<file path="src/rtl/wdm_pkg.sv">
// shared types and constants for the waveshaper distortion mix core
// no dependencies
`default_nettype none

package wdm_pkg;

    localparam int AMT_W      = 17;
    localparam int WET_W      = 16;
    localparam int GAIN_W     = 32;
    localparam int GAIN_FRAC  = 16;
    localparam int MIX_SHIFT  = 15;

    localparam logic signed [AMT_W-1:0] AMT_LO = -17'sd32768;
    localparam logic signed [AMT_W-1:0] AMT_HI = 17'sd32768;
    localparam logic [WET_W-1:0]        WET_MAX = 16'h8000;

    // gain register holds 1 + k in q16.16
    localparam logic [GAIN_W-1:0] GAIN_UNITY   = 32'h0001_0000;
    localparam logic [GAIN_W-1:0] GAIN_AT_FULL = 32'd13172736;

    // serial gain divider: 34-bit dividend, one quotient bit per cycle
    localparam int KGEN_STEPS = 34;
    localparam int KGEN_CNT_W = $clog2(KGEN_STEPS + 1);

    typedef enum logic [0:0] {
        REG_SHAPING = 1'b0,
        REG_WET     = 1'b1
    } cfg_reg_t;

    typedef struct packed {
        logic              busy;
        logic [GAIN_W-1:0] gain;
    } kgen_status_t;

endpackage

`default_nettype wire

</file>
<file path="src/rtl/wdm_kgen.sv">
// serial restoring divider deriving the shaping gain 1 + 2a/(1-a) in q16.16
// depends on wdm_pkg
`default_nettype none

module wdm_kgen (
    input  wire logic                               clk,
    input  wire logic                               rst_n,
    input  wire logic                               load,
    input  wire logic signed [wdm_pkg::AMT_W-1:0]   amount,
    output wdm_pkg::kgen_status_t                   status
);

    localparam int DEN_W = 17;
    localparam int DVD_W = wdm_pkg::KGEN_STEPS;

    logic                              busy_reg, busy_next;
    logic [wdm_pkg::KGEN_CNT_W-1:0]    cnt_reg, cnt_next;
    logic [DEN_W-1:0]                  rem_reg, rem_next;
    logic [DVD_W-1:0]                  quo_reg, quo_next;
    logic [DEN_W-1:0]                  den_reg, den_next;
    logic                              neg_reg, neg_next;
    logic                              special_reg, special_next;
    logic [wdm_pkg::GAIN_W-1:0]        gain_reg, gain_next;

    logic [DEN_W:0]                    den_wide;
    logic [DEN_W-1:0]                  amt_abs;
    logic [DVD_W-1:0]                  dividend;
    logic [DEN_W:0]                    rem_trial;
    logic                              rem_ge;
    logic [DVD_W-1:0]                  gain_full;

    always_comb
    begin
        // d = 1 - a scaled to q2.15, n = |2a| in q3.31 plus d/2 for rounding
        den_wide  = 18'sd32768 - (DEN_W+1)'(amount);
        amt_abs   = amount[wdm_pkg::AMT_W-1] ? DEN_W'(-amount) : DEN_W'(amount);
        dividend  = DVD_W'({amt_abs[15:0], 17'b0}) + DVD_W'(den_wide[DEN_W-1:1]);
        rem_trial = {rem_reg, quo_reg[DVD_W-1]};
        rem_ge    = rem_trial >= {1'b0, den_reg};
        gain_full = neg_reg ? (DVD_W'(wdm_pkg::GAIN_UNITY) - quo_reg)
                            : (DVD_W'(wdm_pkg::GAIN_UNITY) + quo_reg);
    end

    always_comb
    begin
        busy_next    = busy_reg;
        cnt_next     = cnt_reg;
        rem_next     = rem_reg;
        quo_next     = quo_reg;
        den_next     = den_reg;
        neg_next     = neg_reg;
        special_next = special_reg;
        gain_next    = gain_reg;
        if (load)
        begin
            busy_next    = 1'b1;
            cnt_next     = wdm_pkg::KGEN_CNT_W'(wdm_pkg::KGEN_STEPS);
            rem_next     = '0;
            quo_next     = dividend;
            den_next     = den_wide[DEN_W-1:0];
            neg_next     = amount[wdm_pkg::AMT_W-1];
            special_next = (amount == wdm_pkg::AMT_HI);
        end
        else if (busy_reg)
        begin
            if (cnt_reg != '0)
            begin
                rem_next = rem_ge ? DEN_W'(rem_trial - {1'b0, den_reg})
                                  : rem_trial[DEN_W-1:0];
                quo_next = {quo_reg[DVD_W-2:0], rem_ge};
                cnt_next = cnt_reg - 1'b1;
            end
            else
            begin
                gain_next = special_reg ? wdm_pkg::GAIN_AT_FULL
                                        : gain_full[wdm_pkg::GAIN_W-1:0];
                busy_next = 1'b0;
            end
        end
    end

    always_ff @(posedge clk or negedge rst_n)
    begin
        if (!rst_n)
        begin
            busy_reg <= 1'b0;
            cnt_reg  <= '0;
            gain_reg <= wdm_pkg::GAIN_UNITY;
        end
        else
        begin
            busy_reg <= busy_next;
            cnt_reg  <= cnt_next;
            gain_reg <= gain_next;
        end
    end

    always_ff @(posedge clk)
    begin
        rem_reg     <= rem_next;
        quo_reg     <= quo_next;
        den_reg     <= den_next;
        neg_reg     <= neg_next;
        special_reg <= special_next;
    end

    assign status.busy = busy_reg;
    assign status.gain = gain_reg;

endmodule

`default_nettype wire

</file>
<file path="config.mk">
export PLATFORM = sky130hd
export DESIGN_NAME = wdm_kgen
export DESIGN_NICKNAME = d
export VERILOG_FILES = /design/src/rtl/wdm_pkg.sv /design/src/rtl/wdm_kgen.sv
export SDC_FILE = /design/constraint.sdc
export NUM_CORES = 1
export LEC_CHECK = 0
export BUFFER_PORTS_ARGS = -buffer_cell sky130_fd_sc_hd__buf_2
export CAP_MARGIN = 15
export CELL_PAD_IN_SITES_DETAIL_PLACEMENT = 0
export CELL_PAD_IN_SITES_GLOBAL_PLACEMENT = 1
export CORE_UTILIZATION = 51
export DETAILED_ROUTE_END_ITERATION = 10
export PLACE_DENSITY = 0.93
export SYNTH_ARGS = -nofsm -noshare
export SYNTH_HDL_FRONTEND = slang
export SYNTH_SLANG_ARGS = --single-unit
export TNS_END_PERCENT = 50
</file>
<file path="constraint.sdc">
create_clock -name clk -period 4.8 [get_ports clk]
set_clock_uncertainty 0.15 [all_clocks]
set_input_delay 0.24 -clock clk [delete_from_list [all_inputs] [get_ports clk]]
set_output_delay 0.24 -clock clk [all_outputs]
set_load 0.02 [all_outputs]
</file>
* Yosys cells after proc, flatten, opt, wreduce, memory -nomap -nowiden
Index checks and enable logic that the tools add are counted.
Word-level totals: flip-flop bits (word level) 109, input bits 20, output and inout bits 33, word-level logic and storage cells 38
Operators by class: $add $sub $neg 7, magnitude comparators 1, equal/unequal tests 1, mux-type cells 13, bitwise operators 2, reductions and logical operators 6
Operators by type and width (number):
- 2-to-1 mux 34 bit | 3
- 2-to-1 mux 32 bit | 2
- adder 33 x 16 -> 34 bit | 1
- adder 17 x 32 -> 32 bit (first input constant) | 1
- subtractor 17 x 32 -> 32 bit (first input constant) | 1
- >= comparator 18 x 17 -> 1 bit | 1
- 2-to-1 mux 6 bit | 3
- == test 17 bit (second input constant) | 1
- 2-to-1 mux 17 bit | 1
- subtractor 17 bit | 1
- subtractor 17 bit (first input constant) | 1
- 2-to-1 mux 16 bit | 1
- negator 16 bit | 1
- nonzero test 6 bit | 1
- subtractor 6 x 1 -> 6 bit (second input constant) | 1
- AND reduction 2 bit | 2
- nonzero test 2 bit | 2
- 2-to-1 mux 1 bit | 3
- AND reduction 3 bit | 1
- NOT 1 bit | 2

* Longest topological paths before layout
depth after elaboration 4, gate-level depth with buffers 11

* Least setup slack after synthesis
OpenSTA, ideal clock, no wires.
path type reg2reg, start register quo_reg[33], end register quo_reg[0], data pin, data arrival time 2.549 ns, slack 1.830 ns, cell stages (with the launch flop) 11, period minus slack after synthesis 2.970 ns, cell sequence edfxtp_1 inv_1 ha_1 inv_1 fa_1 a21o_1 a31o_2 a221o_1 o21ai_1 clkbuf_1 mux2i_1
Between the ends: longest elaborated chain between the ends 4
Ends and longest elaborated chain:
- from (decl) | RTL line wdm_kgen.sv:19 | logic [DVD_W-1:0] quo_reg, quo_next;
- from (signal assigned) | RTL line wdm_kgen.sv:101 | quo_reg <= quo_next;
- >= comparator 18 x 17 -> 1 bit | RTL line wdm_kgen.sv:39 | rem_ge = rem_trial >= {1'b0, den_reg};
- 2-to-1 mux 34 bit | RTL line wdm_kgen.sv:66 | if (cnt_reg != '0)
- 2-to-1 mux 34 bit | RTL line wdm_kgen.sv:64 | else if (busy_reg)
- 2-to-1 mux 34 bit | RTL line wdm_kgen.sv:54 | if (load)
- named net quo_next[0] | RTL line wdm_kgen.sv:19
The timed path passes the listed nets, and every way through them passes these cells. The select of a mux whose other input is x is not followed. A chain may end at the register's enable or synchronous reset.

* Worst setup path in the final report
start register quo_reg[33], end register rem_reg[3]
Between the ends: longest elaborated chain between the ends 2
Ends and longest elaborated chain:
- subtractor 17 bit or >= comparator 18 x 17 -> 1 bit (tied branches) | RTL line wdm_kgen.sv:68, wdm_kgen.sv:39
- 2-to-1 mux 17 bit (*) | RTL line wdm_kgen.sv:68 | rem_next = rem_ge ? DEN_W'(rem_trial - {1'b0, den_reg})
- to (signal assigned) | RTL line wdm_kgen.sv:100 | rem_reg <= rem_next;
- to (decl) | RTL line wdm_kgen.sv:18 | logic [DEN_W-1:0] rem_reg, rem_next;
Mark *: on every way between the ends. The rest lies on a longest branch, timed or not.

==> out/metrics.cfg <==
[status]
status = complete, no violations

[worst_setup_path]
max_stage_delay_ns = 0.94
cp.depth = 10
crit_type = register to register
reg2reg_to = rem_reg[3]
cp_data_arrival_time_ns = 3.66
cp-end-kind = register
crit_end = rem_reg[3]
crit-reg2reg-launch = quo_reg[33]
cp_max_fo = 24
path_buf_inv = 2
r2r_slack_ns = 1.20
startpoint_type = register
cp_top_family = compound AO/OA/AOI/OAI gates
crit_path_top_delay_cell = o21ai_2
cpMostUsedCell = inv_1
crit_start = quo_reg[33]
worst_ep_required_time_ns = 4.86
reg2reg_depth = 10
cp_cell_sequence = inv_1 -> ha_1 -> inv_1 -> fa_1 -> a21o_1 -> a31o_2 -> a221o_1 -> o21ai_2 -> mux2i_1 -> o21ai_0

[synthesis]
yosysTopAreaCell = edfxtp_1
yosys-top-cells-area = edfxtp_1, dfrtp_1, xor2_1, dfxtp_1, ha_1
syn_nets = 750
ys_top_cells_by_count = nand2_1, edfxtp_1, o21ai_0, nor2_1, a21oi_1
ys_types = 65
ys_ff_latch = 109
yosys_warnings = 0
postSynthCellCount = 705
syn_area_um2 = 6630
synth_edf_count = 53
synth_top_area_share_pct = 24.0
ys_seq_area_share_pct = 43.9
post-synth-top-count-cell = nand2_1
post_synth.cell_area_avg_um2 = 9.40
synthFlopType = edfxtp_1
async_flop_share_pct = 35.8

[route]
avgViaCountPerCell = 5.85
first_pass_iters = 5
drt-wirelength-per-cell_um = 17.6
drtIter0Drc = 420
antenna_left = 0
drc = 0
postRouteWirelength_um = 16000
route.vias.total = 5316

[cts]
cts_tree = yes
cts.htree.levels = 3
clk_pin_slew_ns = 0.07
cts_sinks = 109
numCtsBuffers = 9
cts_buffer_depth = 2
root_buffer = clkbuf_16
cts_resized = 0
clk_latency_ns = 0.36

[cells_and_area]
final_util_pct = 57.6
fin_nets = 777
fillers = 1106
seqCellArea_um2 = 2910
multi_input_area_um2 = 3410
antenna_cells = 0
largest_register_ff_count = 34
synthToLayoutAreaGrowth_pct = 9.71
drive_gt1_share_pct = 13.0

[min_path]
hold_path.class = input port to register
hold_start = amount[10]

[sta]
setup_ws_ns = 1.20
hold_ws_ns = 0.130
worst-slew-pin-transition_ns = 1.18
period_share_pct = 75.0
min_period_ns = 3.60
final-max-slew-violation-count = 0
timing.fmax_mhz = 278
slew_headroom_pct = 21.2
rsz0062_at_grt = no
setup_viol = 0
hold_viol_final = 0
tns_ns = 0

[placement]
gp_congestion = 0.925
port-buffer-count = 52
pre_cts_ws_ns = 1.27
hpwl_um = 11800

[floorplanning]
dieArea_um2 = 13500
io_pins = 53
die_w_um = 116
die_h_um = 116
core.rowCount = 41
core_area_um2 = 12600
initial_core_util_pct = 52.5

[global_routing]
antenna_found_initial = 0
grt_max_degree = 52
grt_pass1_wl_um = 25100
grt_usage_pct = 24.7
gr-total-overflow = 0
grt_pass1_vias = 4875

[pwr]
comb_power_share_pct = 28.3
intPower_uw = 1890
power.density_nw_per_um2 = 401
clkPwrFrac_pct = 24.5
vdd_drop_max_mv = 0.225
cellLeakagePower_uw = 0.00307
seqPwrFrac_pct = 47.2
switchingPower_uw = 1020
sw_frac_of_total_pct = 35.0

[job]
drv_cap = 0

-- power groups by stage --
stage	sequential [uW]	combinational, uW	clock, uW
final	1380	825	714
after floorplan	1470	450	0
after global placement	1380	811	0
after global routing	1410	919	758
after detailed placement	1390	825	0
after CTS	1370	829	724
-- kinds of logic after synthesis --
family,share of synthesized area [%]
adders and majority gates,4.83
buffers and inverters,4.70
xor gates and xnor gates,9.39
and+or+nand+nor,16.7
AOI/OAI and AO/OA,16.3
DFF,43.9
muxes,4.17
-- cell usage in the layout (no fill, tap or decap), types with 14 or more instances in the layout --
| master | count |
|---|---|
| nand2_1 | 77 |
| edfxtp_1 | 53 |
| buf_2 | 52 |
| o21ai_0 | 49 |
| nor2_1 | 47 |
| a21oi_1 | 42 |
| xor2_1 | 41 |
| inv_1 | 38 |
| dfrtp_1 | 38 |
| xnor2_1 | 30 |
| ha_1 | 24 |
| dfxtp_1 | 17 |
| o31ai_1 | 15 |
| a31oi_1 | 14 |
-- worst register-to-register path, stage by stage, from the launching register on --
cell,delay (ns)
edfxtp_1,0.40
inv_1,0.08
ha_1,0.16
inv_1,0.06
fa_1,0.40
a21o_1,0.22
a31o_2,0.26
a221o_1,0.37
o21ai_2,0.94
mux2i_1,0.30
o21ai_0,0.12
-- layout make-up --
type	instances	area share, %
multi-input combinational	515	46.9
tap	172	2.96
inverter	38	1.96
timing repair buffer	59	4.37
clock buffer	15	3.68
clock inverter	1	0.103
sequential	109	40.0
-- worst min path at each step --
stage                         endpoint  slack [ns]  cells past startpoint
after floorplan               busy_reg       -0.21                      0
after global placement    gain_reg[30]        0.24                      1
after detailed placement  gain_reg[30]        0.26                      1
after CTS                  den_reg[10]        0.12                      2
after global routing       den_reg[10]        0.13                      2
final                      den_reg[10]        0.13                      2
-- repair_timing --
item,4_1_cts,5_1_grt
hold endpoints to repair,39,0
buffers inserted,0,0
hold buffers,2,0
endpoints found under the setup margin,0,0
-- metal layers --
metal  routed length, um  global-route usage [%]  up-vias
li1                    -                       -     2588
met1                7450                    34.8     2543
met2                7390                    38.6      166
met3                 880                    5.13       19
met4                 259                    7.26        0
met5                   0                       0        -
-- through the flow --
step                      cell area (um2)  instances  total power (uW)
final                                7270        909              2920
after global routing                 7270        909              3080
after CTS                            7270        909              2930
after detailed placement             6970        891              2220
after global placement               6970        891              2200
after floorplan                      6630        705              1920
(Power assumes the default switching activity.)
