### config.mk
export PLATFORM = sky130hd
export DESIGN_NAME = wdm_mix
export DESIGN_NICKNAME = d
export VERILOG_FILES = /design/src/rtl/wdm_pkg.sv /design/src/rtl/wdm_mix.sv
export SDC_FILE = /design/constraint.sdc
export NUM_CORES = 1
export LEC_CHECK = 0
export ABC_CLOCK_PERIOD_IN_PS = 12720
export BUFFER_PORTS_ARGS = -buffer_cell sky130_fd_sc_hd__buf_2
export CAP_MARGIN = 15
export CORE_UTILIZATION = 55
export DETAILED_ROUTE_END_ITERATION = 8
export HOLD_SLACK_MARGIN = 0.1
export PLACE_DENSITY = 0.72
export SLEW_MARGIN = 15
export SYNTH_ARGS = -nofsm -noshare
export SYNTH_HDL_FRONTEND = slang
export SYNTH_SLANG_ARGS = --single-unit
### constraint.sdc
create_clock -name clk -period 12.72 [get_ports clk]
set_input_delay 2.544 -clock clk [delete_from_list [all_inputs] [get_ports clk]]
set_output_delay 2.544 -clock clk [all_outputs]
set_load 0.03 [all_outputs]
### src/rtl/wdm_pkg.sv
// shared types and constants for the waveshaper distortion mix core
// no dependencies
`default_nettype none

package wdm_pkg;

    localparam int AMT_W      = 17;
    localparam int WET_W      = 16;
    localparam int GAIN_W     = 32;
    localparam int GAIN_FRAC  = 16;
    localparam int MIX_SHIFT  = 15;

    localparam logic signed [AMT_W-1:0] AMT_LO = -17'sd32768;
    localparam logic signed [AMT_W-1:0] AMT_HI = 17'sd32768;
    localparam logic [WET_W-1:0]        WET_MAX = 16'h8000;

    // gain register holds 1 + k in q16.16
    localparam logic [GAIN_W-1:0] GAIN_UNITY   = 32'h0001_0000;
    localparam logic [GAIN_W-1:0] GAIN_AT_FULL = 32'd13172736;

    // serial gain divider: 34-bit dividend, one quotient bit per cycle
    localparam int KGEN_STEPS = 34;
    localparam int KGEN_CNT_W = $clog2(KGEN_STEPS + 1);

    typedef enum logic [0:0] {
        REG_SHAPING = 1'b0,
        REG_WET     = 1'b1
    } cfg_reg_t;

    typedef struct packed {
        logic              busy;
        logic [GAIN_W-1:0] gain;
    } kgen_status_t;

endpackage

`default_nettype wire

### src/rtl/wdm_mix.sv
// wet/dry mix pipeline: sign restore, wet multiply, rounding and saturation
// depends on wdm_pkg
`default_nettype none

module wdm_mix #(
    parameter int SAMPLE_WIDTH = 16
) (
    input  wire logic                              clk,
    input  wire logic                              rst_n,
    input  wire logic                              in_valid,
    input  wire logic [SAMPLE_WIDTH-1:0]           shaped_mag,
    input  wire logic                              zero_den,
    input  wire logic signed [SAMPLE_WIDTH-1:0]    dry,
    input  wire logic [wdm_pkg::WET_W-1:0]         wet,
    output logic                                   done,
    output logic signed [SAMPLE_WIDTH-1:0]         sample_out,
    output logic                                   clipped
);

    localparam int W      = SAMPLE_WIDTH;
    localparam int F      = W - 1;
    localparam int DIFF_W = W + 2;
    localparam int PROD_W = W + 19;
    localparam int RQ_W   = PROD_W - wdm_pkg::MIX_SHIFT;
    localparam int MIXV_W = RQ_W + 1;
    localparam int Y_W    = W + 6;

    localparam logic [PROD_W-1:0]      ROUND_HALF = PROD_W'(1) << (wdm_pkg::MIX_SHIFT - 1);
    localparam logic signed [Y_W-1:0]  Y_MAX      = {7'h00, {F{1'b1}}};
    localparam logic signed [Y_W-1:0]  Y_MIN      = {7'h7F, {F{1'b0}}};
    localparam logic signed [W-1:0]    OUT_MAX    = {1'b0, {F{1'b1}}};
    localparam logic signed [W-1:0]    OUT_MIN    = {1'b1, {F{1'b0}}};

    logic                      m1_v_reg, m2_v_reg, m3_v_reg, m4_v_reg, done_reg;
    logic signed [DIFF_W-1:0]  m1_diff_reg, m1_diff_next;
    logic signed [W-1:0]       m1_x_reg, m2_x_reg, m3_x_reg, m4_x_reg;
    logic                      m1_z_reg, m2_z_reg, m3_z_reg, m4_z_reg;
    logic signed [PROD_W-1:0]  m2_prod_reg, m2_prod_next;
    logic [PROD_W-1:0]         m3_mag_reg, m3_mag_next;
    logic                      m3_neg_reg;
    logic signed [MIXV_W-1:0]  m4_mix_reg, m4_mix_next;
    logic signed [W-1:0]       sample_out_reg, sample_out_next;
    logic                      clipped_reg, clipped_next;

    logic signed [W:0]         shaped;
    logic [PROD_W-1:0]         rounded;
    logic signed [MIXV_W-1:0]  rq;
    logic signed [Y_W-1:0]     y;

    always_comb
    begin
        shaped = zero_den ? '0
                          : (dry[W-1] ? -$signed({1'b0, shaped_mag})
                                      : $signed({1'b0, shaped_mag}));
        m1_diff_next = DIFF_W'(shaped) - DIFF_W'(dry);

        m2_prod_next = PROD_W'(m1_diff_reg) * PROD_W'($signed({1'b0, wet}));

        m3_mag_next = m2_prod_reg[PROD_W-1] ? PROD_W'(-m2_prod_reg) : PROD_W'(m2_prod_reg);

        rounded     = m3_mag_reg + ROUND_HALF;
        rq          = $signed({1'b0, rounded[PROD_W-1:wdm_pkg::MIX_SHIFT]});
        m4_mix_next = m3_neg_reg ? -rq : rq;

        y = Y_W'(m4_x_reg) + Y_W'(m4_mix_reg);
        if (y > Y_MAX)
        begin
            sample_out_next = OUT_MAX;
            clipped_next    = 1'b1;
        end
        else if (y < Y_MIN)
        begin
            sample_out_next = OUT_MIN;
            clipped_next    = 1'b1;
        end
        else
        begin
            sample_out_next = y[W-1:0];
            clipped_next    = m4_z_reg;
        end
    end

    always_ff @(posedge clk or negedge rst_n)
    begin
        if (!rst_n)
        begin
            m1_v_reg <= 1'b0;
            m2_v_reg <= 1'b0;
            m3_v_reg <= 1'b0;
            m4_v_reg <= 1'b0;
            done_reg <= 1'b0;
        end
        else
        begin
            m1_v_reg <= in_valid;
            m2_v_reg <= m1_v_reg;
            m3_v_reg <= m2_v_reg;
            m4_v_reg <= m3_v_reg;
            done_reg <= m4_v_reg;
        end
    end

    always_ff @(posedge clk)
    begin
        m1_diff_reg    <= m1_diff_next;
        m1_x_reg       <= dry;
        m1_z_reg       <= zero_den;
        m2_prod_reg    <= m2_prod_next;
        m2_x_reg       <= m1_x_reg;
        m2_z_reg       <= m1_z_reg;
        m3_mag_reg     <= m3_mag_next;
        m3_neg_reg     <= m2_prod_reg[PROD_W-1];
        m3_x_reg       <= m2_x_reg;
        m3_z_reg       <= m2_z_reg;
        m4_mix_reg     <= m4_mix_next;
        m4_x_reg       <= m3_x_reg;
        m4_z_reg       <= m3_z_reg;
        sample_out_reg <= sample_out_next;
        clipped_reg    <= clipped_next;
    end

    assign done       = done_reg;
    assign sample_out = sample_out_reg;
    assign clipped    = clipped_reg;

endmodule

`default_nettype wire

# After elaboration in Yosys (flattened, before gate mapping)
# Cells that the tools add are included.
[totals]
regBits = 200
latch_bits = 0
ramBits = 0
romBits = 0
output_inout_bits = 18
word_cells = 37
memories = 0
[classes]
addsub = 6
n_mul = 1
n_div = 0
magnitude_cmp = 2
n_eq_ne = 0
shifts = 0
muxes = 5
n_bitwise = 0
n_reduce_logical = 1
[ops]
columns = ["cell", "n"]
rows = [
  ["35-bit by 15-bit adder with 35-bit output (second input constant)", 1],
  ["18-bit by 17-bit multiplier with 35-bit output", 1],
  ["35-bit negator", 1],
  ["17-bit 2-to-1 mux", 2],
  ["34-bit 2-to-1 mux", 1],
  ["16-bit by 21-bit adder with 22-bit output", 1],
  ["22-bit by 16-bit greater-than comparator with 1-bit output (second input constant)", 1],
  ["22-bit by 16-bit less-than comparator with 1-bit output (second input constant)", 1],
  ["20-bit negator with 21-bit output", 1],
  ["20-bit 2-to-1 mux", 1],
  ["17-bit by 16-bit subtractor with 18-bit output", 1],
  ["16-bit negator with 17-bit output", 1],
  ["16-bit 2-to-1 mux", 1],
  ["2-bit OR reduction", 1],
]

# Depth between registers and ports, before layout
[depth]
word_depth = 4
depth_mapped = 24

# Worst setup path before layout
# No wires, ideal clock.
[synth_timing]
kind = "input to register"
from = "input wet[3] (netlist name)"
to = "register m2_prod_reg[33]"
arrival_ns = 8.510
required_ns = 12.601
slack_ns = 4.091
path_stages = 19
path_buffers = 2
path_cell_list = "clkbuf_1 > clkbuf_1 > nand2_1 > fa_1 > inv_1 > fa_1 > fa_1 > fa_1 > fa_1 > inv_1 > fa_1 > inv_1 > ha_1 > a21o_1 > a211o_1 > o32a_1 > a31o_2 > a41o_1 > xor2_1"
[synth_between]
elab_chain_cells = 1
[synth_rtl]
columns = ["item", "line_no", "rtl"]
rows = [
  ["from (decl)", "wdm_mix.sv:14", "input wire logic [wdm_pkg::WET_W-1:0] wet,"],
  ["18-bit by 17-bit multiplier with 35-bit output", "wdm_mix.sv:57", "m2_prod_next = PROD_W'(m1_diff_reg) * PROD_W'($signed({1'b0, wet}));"],
  ["net m2_prod_next[33]", "wdm_mix.sv:38", "logic signed [PROD_W-1:0] m2_prod_reg, m2_prod_next;"],
  ["to (signal assigned)", "wdm_mix.sv:108", "m2_prod_reg <= m2_prod_next;"],
  ["to (decl)", "wdm_mix.sv:38", ""],
]
# The timed path passes the listed nets, and every way through them passes these cells.
# A chain may end at the register's enable or synchronous reset.

# Final worst setup path
[layout_timing]
from = "input wet[2] (netlist name)"
to = "register m2_prod_reg[33]"
# Same word-level chain as after synthesis.

==> run metrics <==
Synth Instances=2,096; Starting Density=56.5%; Routed WL=40,700 um; max-slew violations=0; critical path type=in2reg; Hold Path Origin=m1_x_reg[9]; Least-Margin Pin Slew=0.834 ns; Hold Buf Count CTS=0; final setup vio count=0; Commonest cells post-synth=inv_1, fa_1, nand2_1; Yosys reg bits=186; largest net degree at the start of global routing=24; Clock Tree Buf Depth=2; GR Util All Layers=24.4%; Worst-Skew Late Latency=0.43 ns; Yosys cell types=94; XOR/XNOR Fraction of Synth Area=5.90%; H-tree levels=4; Compound-Gate Fraction of Synth Area=9.18%; Synth area leaders=fa_1, dfxtp_1, ha_1; Synth Area in Adders=39.3%; share of cells above drive strength 1=7.02%; most frequent cell after synthesis=inv_1; unrepaired setup endpoints after global routing=false; Worst Hold Class=reg2reg; worst flop-to-flop path startpoint=m1_diff_reg[17]; IO buf count=69; Tcrit/Tclk final=66.8%; Pre-Repair DR Iteration Count=5; flop2flop setup slack=5.77 ns; Worst Skew=0.0127 ns; Synth Area in Simple Gates=15.6%; Vias/cell=5.36; FMAX=0.118 GHz; die footprint=0.0356 sq mm; number of synthesized flops with an enable pin=0; Core ar.=0.0339 sq mm; maximum capacitance violations=0; CTS resizes=0; Hold EP=m2_x_reg[9]; worst path bufs/invs=4; Slowest Stage Delay on Critical Path=0.87 ns; setup_tns=0 ns; Post-Syn Area per Cell=9.13 sq um; post-synthesis mux area share=0.327%; synthesis-to-layout area growth=6.25%; CP endpoint kind=register; Most used DFF post-synth=dfxtp_1; Critical Path RT=13.04 ns; number of global-route vias before repair=14,700; synth warn=0; CP dominant cell by count=fa_1; sequential area share after synthesis=19.6%; clock sinks=186; # nets final=2,587; CP arrival=8.81 ns; status=complete, no violations; Min-Delay Path Depth=0; clock period minus worst slack=8.49 ns; FF-to-FF End=m2_prod_reg[33]; Post-synth ARST share=2.69%; main combinational cell family by area after synthesis=adder cells; antenna violations before repair=0; Slew HR=44.3%; # diodes=0; DP Wirelength=33,500 um; Top Ports=70; cell taking the most area after synthesis=fa_1; DR iter-0 viols=638; DRC viols=0; syn nets=2,573; DRT antenna net count=0; CTS tree=done; Rows=67; Synth Cell Area=0.0191 sq mm; Synth top area share=30.8%; Die Y=189 um; clk root buf=clkbuf_16; CTS Buf Count=17; crit path max-delay cell type=fa_1; vias=13,800; R2R depth=17; CP Cell Sequence=buf_2, nand2_1, fa_1, inv_1, fa_1, fa_1, fa_1, fa_1, inv_1, fa_1, inv_1, ha_1, a21o_1, a211o_1, o32a_1, a31o_2, a41o_1, xor2_1; post-CTS setup buffers=0; Worst path top cell family by delay=adder cells; die width=189 um; clk slew on worst S/H paths=0.07 ns; Worst Path Max Fanout=18; Final GP Congestion=0.884; Critical Path Source Type=primary input; routed len/inst=15.8 um; GRT overflow=0; Final Hold Fails=0; Largest register FFs=35; first-pass GRT wire length=70,100 um
==> metal layers <==
metal  wire length (um)  track usage (%)
met2              19600             42.4
met5                  0                0
met4                799             7.17
met1              18100             31.8
met3               2170             3.11
==> stage by stage <==
stage	instances	util [%]	area, sq um	worst slack (ns)	hold slack [ns]
floorplan	2096	-	19100	4.09	0.310
global placement	2539	58.3	19700	3.87	0.313
detailed placement	2539	58.3	19700	3.75	0.312
CTS	2571	60.1	20300	4.19	0.329
global route	2571	60.1	20300	3.88	0.332
finish	2571	60.1	20300	4.23	0.326
==> logic make-up after synthesis <==
logic type,after synthesis
and+or+nand+nor,597
adders and majority gates,425
xor gates and xnor gates,129
muxes,6
AOI/OAI and AO/OA,250
buffers and inverters,503
DFF,186
==> worst max-delay path by stage <==
stage	start	endpoint	slack, ns	cells after the start
after floorplan	wet[3]	m2_prod_reg[33]	4.09	19
after CTS	wet[2]	m2_prod_reg[33]	4.19	18
after detailed placement	wet[2]	m2_prod_reg[33]	3.75	18
after global placement	wet[2]	m2_prod_reg[33]	3.87	18
final	wet[2]	m2_prod_reg[33]	4.23	18
after global routing	wet[2]	m2_prod_reg[33]	3.88	18
==> final cells by class <==
cell class | instances | area [sq um]
well taps | 448 | 561
repair buffers | 70 | 353
multi-input cells | 1407 | 13500
clock buffers | 17 | 425
flip-flops and latches | 186 | 3750
fillers | 2914 | 13500
inverters | 428 | 1610
clock inverters | 15 | 174
==> worst reg2reg max path, cell delays in order, from the launching register on <==
cell and delay, ns:
dfxtp_1 0.81, nand2_1 0.28, fa_1 0.69, inv_1 0.16, fa_1 0.88, fa_1 0.53, fa_1 0.49, fa_1 0.56
inv_1 0.06, fa_1 0.53, inv_1 0.04, ha_1 0.35, a21o_1 0.22, a211o_1 0.29, o32a_1 0.32, a31o_2 0.26
a41o_1 0.24, xor2_1 0.14
==> placed cells by master, fill, tap and decap left out, drive strengths merged, types with 11 or more instances in the layout <==
master,synthesis,final
and2,119,119
clkbuf,61,17
nor3,29,29
and3,12,12
nand3,48,48
nor2,57,57
a211oi,11,11
ha,130,130
nand2,245,245
or3,15,15
a21oi,68,68
nor4,18,18
dfxtp,181,181
o211ai,11,11
inv,428,435
a31oi,13,13
fa,295,295
a21o,18,18
xor2,39,39
buf,14,70
o21ai,54,54
xnor2,90,90
nand2b,15,15
Power is not shown: default switching activity piles up to over one toggle a cycle in this logic, so the estimate is an artifact.
